File: config.mk
export PLATFORM = sky130hd
export DESIGN_NAME = kalman_value_bias_filter_top_flat
export DESIGN_NICKNAME = d
export VERILOG_FILES = /design/src/rtl/kvbf_pkg.sv /design/src/rtl/kvbf_in_if.sv /design/src/rtl/kvbf_out_if.sv /design/src/rtl/kalman_value_bias_filter_top.sv /design/src/flat_wrapper.sv
export SDC_FILE = /design/constraint.sdc
export NUM_CORES = 2
export LEC_CHECK = 0
export BUFFER_PORTS_ARGS = -buffer_cell sky130_fd_sc_hd__buf_2
export CORE_MARGIN = 2
export CORE_UTILIZATION = 50
export CTS_BUF_LIST = sky130_fd_sc_hd__clkbuf_4
export DETAILED_ROUTE_END_ITERATION = 10
export MAX_ROUTING_LAYER = met4
export PLACE_DENSITY = 0.72
export SLEW_MARGIN = 20
export SYNTH_ARGS = -nofsm -noshare
export SYNTH_HDL_FRONTEND = slang
export SYNTH_SLANG_ARGS = --single-unit
File: constraint.sdc
create_clock -name clk -period 10.7 [get_ports clk]
set_clock_uncertainty 0.1 [all_clocks]
set_input_delay 1.07 -clock clk [delete_from_list [all_inputs] [get_ports clk]]
set_output_delay 1.07 -clock clk [all_outputs]
set_load 0.1 [all_outputs]
File: src/rtl/kvbf_pkg.sv
`timescale 1ns / 1ps
// Shared types, constants and fixed-point helpers of the value/bias Kalman filter.
// No dependencies.
package kvbf_pkg;

  localparam int DW = 32;   // data width, signed Q16.16
  localparam int FB = 16;   // fraction bits
  localparam int CW = 3;    // config index width

  typedef logic signed [DW-1:0] data_t;
  typedef logic [DW-2:0]        udata_t;

  // config register indexes
  localparam logic [CW-1:0] REG_INIT_VALUE   = 3'd0;
  localparam logic [CW-1:0] REG_LIFESPAN     = 3'd1;
  localparam logic [CW-1:0] REG_VALUE_NOISE  = 3'd2;
  localparam logic [CW-1:0] REG_BIAS_NOISE   = 3'd3;
  localparam logic [CW-1:0] REG_SENSOR_NOISE = 3'd4;

  localparam data_t MAXV = {1'b0, {(DW-1){1'b1}}};
  localparam data_t MINV = {1'b1, {(DW-1){1'b0}}};

  // saturating add / subtract
  function automatic data_t sat_add(input data_t a, input data_t b, input logic sub);
    logic signed [DW:0] s;
    begin
      if (sub) s = {a[DW-1], a} - {b[DW-1], b};
      else     s = {a[DW-1], a} + {b[DW-1], b};
      if (s[DW] != s[DW-1]) sat_add = s[DW] ? MINV : MAXV;
      else                  sat_add = s[DW-1:0];
    end
  endfunction

  // magnitude of a signed word, as unsigned
  function automatic logic [DW-1:0] mag(input data_t x);
    begin
      mag = x[DW-1] ? (~x + 1'b1) : x;
    end
  endfunction

  // apply sign to a magnitude and saturate
  function automatic data_t sign_sat(input logic [DW+FB-1:0] m, input logic neg);
    logic [DW-1:0] lo;
    begin
      lo = m[DW-1:0];
      if (neg) sign_sat = (m > {{(FB+1){1'b0}}, {(DW-1){1'b1}}}) ? MINV : data_t'(~lo + 1'b1);
      else     sign_sat = (m > {{(FB+1){1'b0}}, {(DW-1){1'b1}}}) ? MAXV : data_t'(lo);
    end
  endfunction

endpackage

File: src/rtl/kvbf_in_if.sv
`timescale 1ns / 1ps
// Input channel of the value/bias Kalman filter: measurement item with valid/ready.
// Depends on kvbf_pkg.
interface kvbf_in_if;
  import kvbf_pkg::*;
  logic   valid;
  logic   ready;
  data_t  measured_value;
  data_t  measured_rate;
  udata_t elapsed_time;
  modport source(output valid, measured_value, measured_rate, elapsed_time, input ready);
  modport sink(input valid, measured_value, measured_rate, elapsed_time, output ready);
endinterface

File: src/rtl/kvbf_out_if.sv
`timescale 1ns / 1ps
// Result channel of the value/bias Kalman filter: estimate item with valid/ready.
// Depends on kvbf_pkg.
interface kvbf_out_if;
  import kvbf_pkg::*;
  logic  valid;
  logic  ready;
  data_t filtered_value;
  data_t estimated_bias;
  data_t corrected_rate;
  logic  expired;
  modport source(output valid, filtered_value, estimated_bias, corrected_rate, expired,
                 input ready);
  modport sink(input valid, filtered_value, estimated_bias, corrected_rate, expired,
               output ready);
endinterface

File: src/rtl/kalman_value_bias_filter_top.sv
`timescale 1ns / 1ps
// Two-state (value, rate bias) Kalman filter, Q16.16, one shared multiplier and adder.
// Depends on kvbf_pkg, kvbf_in_if, kvbf_out_if.

// An item is taken only while the sequencer is idle. An expired item (elapsed time
// above lifespan) leaves the state unchanged: the sequencer goes from idle straight
// to the done step, which loads its result. A normal item runs through the
// prediction and covariance update steps, two restoring divisions for the gains,
// the innovation step and six multiply/add pairs for the correction; the done step
// then loads the result register and the sequencer returns to idle. When P00 plus
// sensor noise is zero the divisions are skipped and both gains are set to zero. All
// arithmetic goes through a single 32x32 multiplier, one saturating adder and a
// one-bit-per-cycle divider. The result register holds the item until taken while
// the next item is accepted; a result still waiting there when the next item
// finishes stalls the sequencer.
module kalman_value_bias_filter_top
  import kvbf_pkg::*;
(
  input  logic              clk,
  input  logic              rst_n,
  input  logic              cfg_we,
  input  logic [CW-1:0]     cfg_index,
  input  logic [DW-1:0]     cfg_data,
  kvbf_in_if.sink           in_ch,
  kvbf_out_if.source        out_ch
);

  // sequencer steps
  localparam logic [4:0] ST_IDLE = 5'd0,  ST_LR   = 5'd1,  ST_MVAL = 5'd2,  ST_AVAL = 5'd3,
                         ST_MDTP = 5'd4,  ST_ADTP = 5'd5,  ST_AT1  = 5'd6,  ST_AT2  = 5'd7,
                         ST_AT3  = 5'd8,  ST_MP00 = 5'd9,  ST_AP00 = 5'd10, ST_AP01 = 5'd11,
                         ST_AP10 = 5'd12, ST_MP11 = 5'd13, ST_AP11 = 5'd14, ST_AS   = 5'd15,
                         ST_DSTA = 5'd16, ST_DRUN = 5'd17, ST_AY   = 5'd18, ST_MKV  = 5'd19,
                         ST_AKV  = 5'd20, ST_MKB  = 5'd21, ST_AKB  = 5'd22, ST_MC2  = 5'd23,
                         ST_AC2  = 5'd24, ST_MC3  = 5'd25, ST_AC3  = 5'd26, ST_MC0  = 5'd27,
                         ST_AC0  = 5'd28, ST_MC1  = 5'd29, ST_AC1  = 5'd30, ST_DONE = 5'd31;
  localparam int QW = DW + FB;
  localparam logic [5:0] DIV_LAST = 6'(QW - 1);

  logic [4:0] st_r;

  // config registers
  udata_t lifespan_r, vnoise_r, bnoise_r, snoise_r;

  // filter state and scratch
  data_t val_r, bias_r, lr_r, p00_r, p01_r, p10_r, p11_r;
  data_t mv_r, mr_r, t_r, dtp_r, y_r, k0_r, k1_r;
  udata_t dt_r;
  logic  exp_r;

  // multiplier
  logic [2*DW-1:0] prod_r;
  logic            mneg_r;
  data_t           mul_a, mul_b, q_res;

  // divider
  logic [QW-1:0]   dd_r;
  logic [DW-1:0]   rem_r, dsor_r, rem_n;
  logic [5:0]      dcnt_r;
  logic            dneg_r, dsel_r, dge;
  logic [DW:0]     rem_sh;
  data_t           d_res;

  // adder
  data_t add_a, add_b, add_res;
  logic  add_sub;

  // output register
  logic  ovalid_r;
  data_t ofv_r, ofb_r, ocr_r;
  logic  oexp_r;

  data_t dt_s, vn_s, bn_s, sn_s;
  assign dt_s = {1'b0, dt_r};
  assign vn_s = {1'b0, vnoise_r};
  assign bn_s = {1'b0, bnoise_r};
  assign sn_s = {1'b0, snoise_r};

  logic in_acc, out_free;
  assign in_ch.ready = (st_r == ST_IDLE);
  assign in_acc      = in_ch.valid && in_ch.ready;
  assign out_free    = !ovalid_r || out_ch.ready;

  assign out_ch.valid          = ovalid_r;
  assign out_ch.filtered_value = ofv_r;
  assign out_ch.estimated_bias = ofb_r;
  assign out_ch.corrected_rate = ocr_r;
  assign out_ch.expired        = oexp_r;

  // product scaling and saturation
  assign q_res = sign_sat(prod_r[2*DW-1:FB], mneg_r);

  // divider step: one quotient bit per cycle
  assign rem_sh = {rem_r, dd_r[QW-1]};
  assign dge    = rem_sh >= {1'b0, dsor_r};
  assign rem_n  = dge ? DW'(rem_sh - {1'b0, dsor_r}) : rem_sh[DW-1:0];
  assign d_res  = sign_sat({dd_r[QW-2:0], dge}, dneg_r);

  // operand selection for the shared multiplier and adder
  always_comb begin
    mul_a   = dt_s;
    mul_b   = lr_r;
    add_a   = q_res;
    add_b   = '0;
    add_sub = 1'b0;
    case (st_r)
      ST_LR:   begin add_a = mr_r;  add_b = bias_r; add_sub = 1'b1; end
      ST_MDTP: mul_b = p11_r;
      ST_AVAL: begin add_a = val_r; add_b = q_res; end
      ST_AT1:  begin add_a = dtp_r; add_b = p01_r; add_sub = 1'b1; end
      ST_AT2:  begin add_a = t_r;   add_b = p10_r; add_sub = 1'b1; end
      ST_AT3:  begin add_a = t_r;   add_b = vn_s; end
      ST_MP00: mul_b = t_r;
      ST_AP00: begin add_a = p00_r; add_b = q_res; end
      ST_AP01: begin add_a = p01_r; add_b = dtp_r; add_sub = 1'b1; end
      ST_AP10: begin add_a = p10_r; add_b = dtp_r; add_sub = 1'b1; end
      ST_MP11: begin mul_a = bn_s; mul_b = dt_s; end
      ST_AP11: begin add_a = p11_r; add_b = q_res; end
      ST_AS:   begin add_a = p00_r; add_b = sn_s; end
      ST_AY:   begin add_a = mv_r;  add_b = val_r; add_sub = 1'b1; end
      ST_MKV:  begin mul_a = k0_r;  mul_b = y_r; end
      ST_AKV:  begin add_a = val_r; add_b = q_res; end
      ST_MKB:  begin mul_a = k1_r;  mul_b = y_r; end
      ST_AKB:  begin add_a = bias_r; add_b = q_res; end
      ST_MC2:  begin mul_a = k1_r;  mul_b = p00_r; end
      ST_AC2:  begin add_a = p10_r; add_b = q_res; add_sub = 1'b1; end
      ST_MC3:  begin mul_a = k1_r;  mul_b = p01_r; end
      ST_AC3:  begin add_a = p11_r; add_b = q_res; add_sub = 1'b1; end
      ST_MC0:  begin mul_a = k0_r;  mul_b = p00_r; end
      ST_AC0:  begin add_a = p00_r; add_b = q_res; add_sub = 1'b1; end
      ST_MC1:  begin mul_a = k0_r;  mul_b = p01_r; end
      ST_AC1:  begin add_a = p01_r; add_b = q_res; add_sub = 1'b1; end
      default: ;
    endcase
  end

  assign add_res = sat_add(add_a, add_b, add_sub);

  // payload and scratch registers, shared multiplier product
  always_ff @(posedge clk) begin
    if (in_acc) begin
      mv_r <= in_ch.measured_value;
      mr_r <= in_ch.measured_rate;
      dt_r <= in_ch.elapsed_time;
    end
    prod_r <= mag(mul_a) * mag(mul_b);
    mneg_r <= mul_a[DW-1] ^ mul_b[DW-1];
    case (st_r)
      ST_ADTP: dtp_r <= add_res;
      ST_AT1, ST_AT2, ST_AT3, ST_AS: t_r <= add_res;
      ST_AY:   y_r <= add_res;
      default: ;
    endcase
  end

  // divider datapath
  always_ff @(posedge clk) begin
    if (st_r == ST_DSTA || (st_r == ST_DRUN && dcnt_r == DIV_LAST && !dsel_r)) begin
      dd_r   <= (st_r == ST_DSTA) ? {mag(p00_r), {FB{1'b0}}} : {mag(p10_r), {FB{1'b0}}};
      rem_r  <= '0;
      dsor_r <= mag(t_r);
      dneg_r <= ((st_r == ST_DSTA) ? p00_r[DW-1] : p10_r[DW-1]) ^ t_r[DW-1];
    end else if (st_r == ST_DRUN) begin
      dd_r  <= {dd_r[QW-2:0], dge};
      rem_r <= rem_n;
    end
  end

  // sequencer, state and configuration
  always_ff @(posedge clk) begin
    if (!rst_n) begin
      st_r       <= ST_IDLE;
      lifespan_r <= udata_t'(65536);
      vnoise_r   <= udata_t'(655);
      bnoise_r   <= udata_t'(197);
      snoise_r   <= udata_t'(19661);
      val_r      <= '0;
      bias_r     <= '0;
      lr_r       <= '0;
      p00_r      <= '0;
      p01_r      <= '0;
      p10_r      <= '0;
      p11_r      <= '0;
      k0_r       <= '0;
      k1_r       <= '0;
      exp_r      <= 1'b0;
      dcnt_r     <= '0;
      dsel_r     <= 1'b0;
      ovalid_r   <= 1'b0;
    end else begin
      // result taken; a finishing item reloads the register below
      if (ovalid_r && out_ch.ready && st_r != ST_DONE) ovalid_r <= 1'b0;

      if (cfg_we) begin
        case (cfg_index)
          REG_INIT_VALUE:   val_r      <= cfg_data;
          REG_LIFESPAN:     lifespan_r <= cfg_data[DW-2:0];
          REG_VALUE_NOISE:  vnoise_r   <= cfg_data[DW-2:0];
          REG_BIAS_NOISE:   bnoise_r   <= cfg_data[DW-2:0];
          REG_SENSOR_NOISE: snoise_r   <= cfg_data[DW-2:0];
          default: ;
        endcase
      end

      case (st_r)
        ST_IDLE: begin
          if (in_acc) begin
            exp_r <= in_ch.elapsed_time > lifespan_r;
            st_r  <= (in_ch.elapsed_time > lifespan_r) ? ST_DONE : ST_LR;
          end
        end
        ST_LR:   begin lr_r  <= add_res; st_r <= ST_MVAL; end
        ST_AVAL: begin val_r <= add_res; st_r <= ST_MDTP; end
        ST_AP00: begin p00_r <= add_res; st_r <= ST_AP01; end
        ST_AP01: begin p01_r <= add_res; st_r <= ST_AP10; end
        ST_AP10: begin p10_r <= add_res; st_r <= ST_MP11; end
        ST_AP11: begin p11_r <= add_res; st_r <= ST_AS; end
        ST_DSTA: begin
          dcnt_r <= '0;
          dsel_r <= 1'b0;
          if (t_r == '0) begin
            k0_r <= '0;
            k1_r <= '0;
            st_r <= ST_AY;
          end else begin
            st_r <= ST_DRUN;
          end
        end
        ST_DRUN: begin
          if (dcnt_r == DIV_LAST) begin
            dcnt_r <= '0;
            if (!dsel_r) begin
              k0_r   <= d_res;
              dsel_r <= 1'b1;
            end else begin
              k1_r <= d_res;
              st_r <= ST_AY;
            end
          end else begin
            dcnt_r <= dcnt_r + 1'b1;
          end
        end
        ST_AKV:  begin val_r  <= add_res; st_r <= ST_MKB; end
        ST_AKB:  begin bias_r <= add_res; st_r <= ST_MC2; end
        ST_AC2:  begin p10_r  <= add_res; st_r <= ST_MC3; end
        ST_AC3:  begin p11_r  <= add_res; st_r <= ST_MC0; end
        ST_AC0:  begin p00_r  <= add_res; st_r <= ST_MC1; end
        ST_AC1:  begin p01_r  <= add_res; st_r <= ST_DONE; end
        ST_DONE: begin
          if (out_free) begin
            ovalid_r <= 1'b1;
            ofv_r    <= val_r;
            ofb_r    <= bias_r;
            ocr_r    <= lr_r;
            oexp_r   <= exp_r;
            st_r     <= ST_IDLE;
          end
        end
        default: st_r <= st_r + 1'b1;
      endcase
    end
  end

endmodule
File: src/flat_wrapper.sv
// flat-port wrapper written by rule: the top's interface ports become plain ports
module kalman_value_bias_filter_top_flat import kvbf_pkg::*;
  (clk, rst_n, cfg_we, cfg_index, cfg_data, in_ch_valid, in_ch_measured_value, in_ch_measured_rate, in_ch_elapsed_time, in_ch_ready, out_ch_valid, out_ch_filtered_value, out_ch_estimated_bias, out_ch_corrected_rate, out_ch_expired, out_ch_ready);
  kvbf_in_if in_ch_i ();
  kvbf_out_if out_ch_i ();
  input  logic clk;
  input  logic rst_n;
  input  logic cfg_we;
  input  logic [CW-1:0] cfg_index;
  input  logic [DW-1:0] cfg_data;
  input wire logic [$bits(in_ch_i.valid)-1:0] in_ch_valid;
  input wire logic [$bits(in_ch_i.measured_value)-1:0] in_ch_measured_value;
  input wire logic [$bits(in_ch_i.measured_rate)-1:0] in_ch_measured_rate;
  input wire logic [$bits(in_ch_i.elapsed_time)-1:0] in_ch_elapsed_time;
  output wire logic [$bits(in_ch_i.ready)-1:0] in_ch_ready;
  output wire logic [$bits(out_ch_i.valid)-1:0] out_ch_valid;
  output wire logic [$bits(out_ch_i.filtered_value)-1:0] out_ch_filtered_value;
  output wire logic [$bits(out_ch_i.estimated_bias)-1:0] out_ch_estimated_bias;
  output wire logic [$bits(out_ch_i.corrected_rate)-1:0] out_ch_corrected_rate;
  output wire logic [$bits(out_ch_i.expired)-1:0] out_ch_expired;
  input wire logic [$bits(out_ch_i.ready)-1:0] out_ch_ready;
  assign in_ch_i.valid = in_ch_valid;
  assign in_ch_i.measured_value = in_ch_measured_value;
  assign in_ch_i.measured_rate = in_ch_measured_rate;
  assign in_ch_i.elapsed_time = in_ch_elapsed_time;
  assign in_ch_ready = in_ch_i.ready;
  assign out_ch_valid = out_ch_i.valid;
  assign out_ch_filtered_value = out_ch_i.filtered_value;
  assign out_ch_estimated_bias = out_ch_i.estimated_bias;
  assign out_ch_corrected_rate = out_ch_i.corrected_rate;
  assign out_ch_expired = out_ch_i.expired;
  assign out_ch_i.ready = out_ch_ready;
  kalman_value_bias_filter_top u_core (.clk(clk), .rst_n(rst_n), .cfg_we(cfg_we), .cfg_index(cfg_index), .cfg_data(cfg_data), .in_ch(in_ch_i), .out_ch(out_ch_i));
endmodule
==> metrics <==
failing checks negative setup slack; layout cells sized above 1 0.2128; fin. max-slew vios 0; slew margin rel. 0.2064; Hold WC Path Type in -> reg; row count 144; Fin Setup TNS -0.1971 ns; WP data arrival 11.79 ns; Initial DRC Count 10770; num ports 234; total gr overflow 0; final setup fails 3; die area 158200 um2; run status finished with violations; gpl congestion 1.087; HPWL after DPL 268300 um; crit path buf inv count 12; number of global-route vias before repair 71890; crit path kind reg -> reg; CTS Root Cell clkbuf_4; Cells after Synth 8654; Buffers on Ports 233; ys flop type dfxtp_1; Layout area overhead 21.68%; DR pass1 iterations 10; sequential share of the synthesized area 0.2739; async set-or-reset flop fraction in the synthesized netlist 0; initial antenna violation count 28; clock-pin slew on the worst setup and hold paths 0.08 ns; Worst path most repeated cell fa_1; Final Cycle Share 1.010; DR vias 73920; Setup crit end kind flip-flop; nets@finish 11170; slowest stage delay, CP 0.57 ns; htree depth 4; flops & latches, synth 876; largest net degree at the start of global routing 104; Die Y 397.7 um; fill cell count 13240; syn_nets 10060; Worst Path Max Fanout 4; top-count cell post-synth nand2_1; syn avg cell area 8.955 um2; Hold Vio Cnt, Final 0; antenna viol nets, final 0; final setup margin -0.1059 ns; Die W 397.7 um; Startpoint Class flip-flop; Post-synth EDFFs 369; fmax 92.54 MHz; post-synth top area cell fa_1; post-synth top area share 0.2317; TritonCTS sink count 876; Ys Warns 0; core area 154000 um2; global-route wire length before repair 485900 um; gr usage total 0.4352; CTS Buf Count 223; WHS 0.05313 ns; Min Clock Period, post-route 10.81 ns; DRC Markers 0; post-synthesis cell type count 101; mapped cell area 77500 um2; Avg WL per Cell 28.05 um; CTS tree done; Crit path max-delay family adder cells; slowest cell on the critical path fa_1; Required @ worst endpoint 11.68 ns; synth cell count leaders nand2_1 (1178), inv_1 (1072), fa_1 (897); Max Cap Viol 0; Routed Wire Length 337200 um; RSZ-0062 raised after global routing true; largest cells by area after synthesis fa_1 (23%), edfxtp_1 (14%), dfxtp_1 (13%), ha_1 (6.0%), nand2_1 (5.7%); Least-Margin Pin Slew 1.190 ns; Starting Density 0.5031; clk buf depth 3; worst skew pair latency 1.29 ns; drt via density 6.148
## state kept, by name (all words and copies together) (netlist names), 32 cells and up
signal and count:
u_core.p10_r 32, u_core.lr_r 32, u_core.y_r 32, u_core.p00_r 32, u_core.dsor_r 32, u_core.k1_r 32, u_core.out_ch.filtered_value 32, u_core.out_ch.estimated_bias 32
u_core.out_ch.corrected_rate 32, u_core.p11_r 32, u_core.dtp_r 32, u_core.mv_r 32, u_core.val_r 32, u_core.p01_r 32, u_core.dd_r 48, u_core.prod_r 48
u_core.k0_r 32, u_core.rem_r 32, u_core.t_r 32, u_core.bias_r 32, u_core.mr_r 32
## final cells by class
cell class,instances,area (um2),area share
diodes,19,47.55,0.0005042
clock buffers,333,2500,0.02651
clock inverters,89,546.8,0.005798
inverters,1080,4059,0.04304
multi-input cells,6172,52070,0.5522
flip-flops and latches,876,21240,0.2253
well taps,2044,2557,0.02712
repair buffers,1410,11270,0.1196
## path summary, 6_finish.rpt
path	startpoint	to	slack (ns)	cells past startpoint
max	u_core.st_r[1]$_SDFFE_PN0P_	u_core.prod_r[63]$_DFF_P_	-0.11	43
min	cfg_data[31]	u_core.val_r[31]$_SDFFE_PN0P_	0.05	3
max reg2reg	u_core.st_r[1]$_SDFFE_PN0P_	u_core.prod_r[63]$_DFF_P_	-0.11	43
min reg2reg	u_core.exp_r$_SDFFE_PN0P_	u_core.out_ch.expired$_DFFE_PP_	0.35	0
## cell families after synthesis
family,synth area share
buffers and inverters,0.07862
muxes,0.007733
and+or+nand+nor,0.1489
AOI/OAI and AO/OA,0.1601
DFF,0.2739
xor gates and xnor gates,0.03844
adders and majority gates,0.2923
## worst register-to-register path: cells and delay by family (launching register included)
kind            cells  cell delay, ns
flops               1            0.33
compound gates     11            2.36
buf+inv            12            1.42
fa+ha+maj          10            4.27
simple gates        9            2.09
xor+xnor            1            0.12
## cell usage in the layout, fill, tap and decap left out, types with 64 or more instances in the layout
cell / Yosys / layout
xnor2_1: 175 / 144
dfxtp_1: 507 / 502
xor2_1: 162 / 142
buf_12: 1 / 65
buf_2: 20 / 232
nand2_1: 1178 / 1169
edfxtp_1: 369 / 369
fa_1: 897 / 877
clkbuf_4: 0 / 333
o21ai_0: 383 / 356
a222oi_1: 69 / 69
nand3_1: 133 / 128
ha_1: 370 / 354
a21oi_1: 477 / 456
a21o_1: 85 / 85
buf_4: 0 / 973
dlygate4sd3_1: 0 / 83
inv_1: 1072 / 1059
a22oi_1: 152 / 151
nor2_1: 837 / 799
nor3_1: 73 / 64
## routing by layer
layer / routed length [um] / track usage
met3: 46050 / 0.1235
met2: 141600 / 0.6124
met4: 17520 / 0.1940
met5: 0 / -
met1: 132100 / 0.5819
## stage by stage
stage	util	setup WS [ns]	cell area, um2	cells
2_1_floorplan	-	0.01435	77630	8654
3_3_place_gp	0.5735	-0.8425	88350	11440
3_5_place_dp	0.5735	-0.7357	88350	11440
4_1_cts	0.6038	0.005135	93020	11970
5_1_grt	0.6121	-0.3409	94290	12020
6_report	0.6121	-0.1059	94300	12020
## timing repair
action                                  in CTS  in global routing
pin swaps                                   61                109
cloned                                       0                  2
endpoints found under the setup margin      27                 32
resized for setup                          122                208
hold buffers                                83                  0
setup buffers                               31                 42
hold endpoints to repair                    83                  0
Power is not shown: default switching activity piles up to over one toggle a cycle in this logic, so the estimate is an artifact.
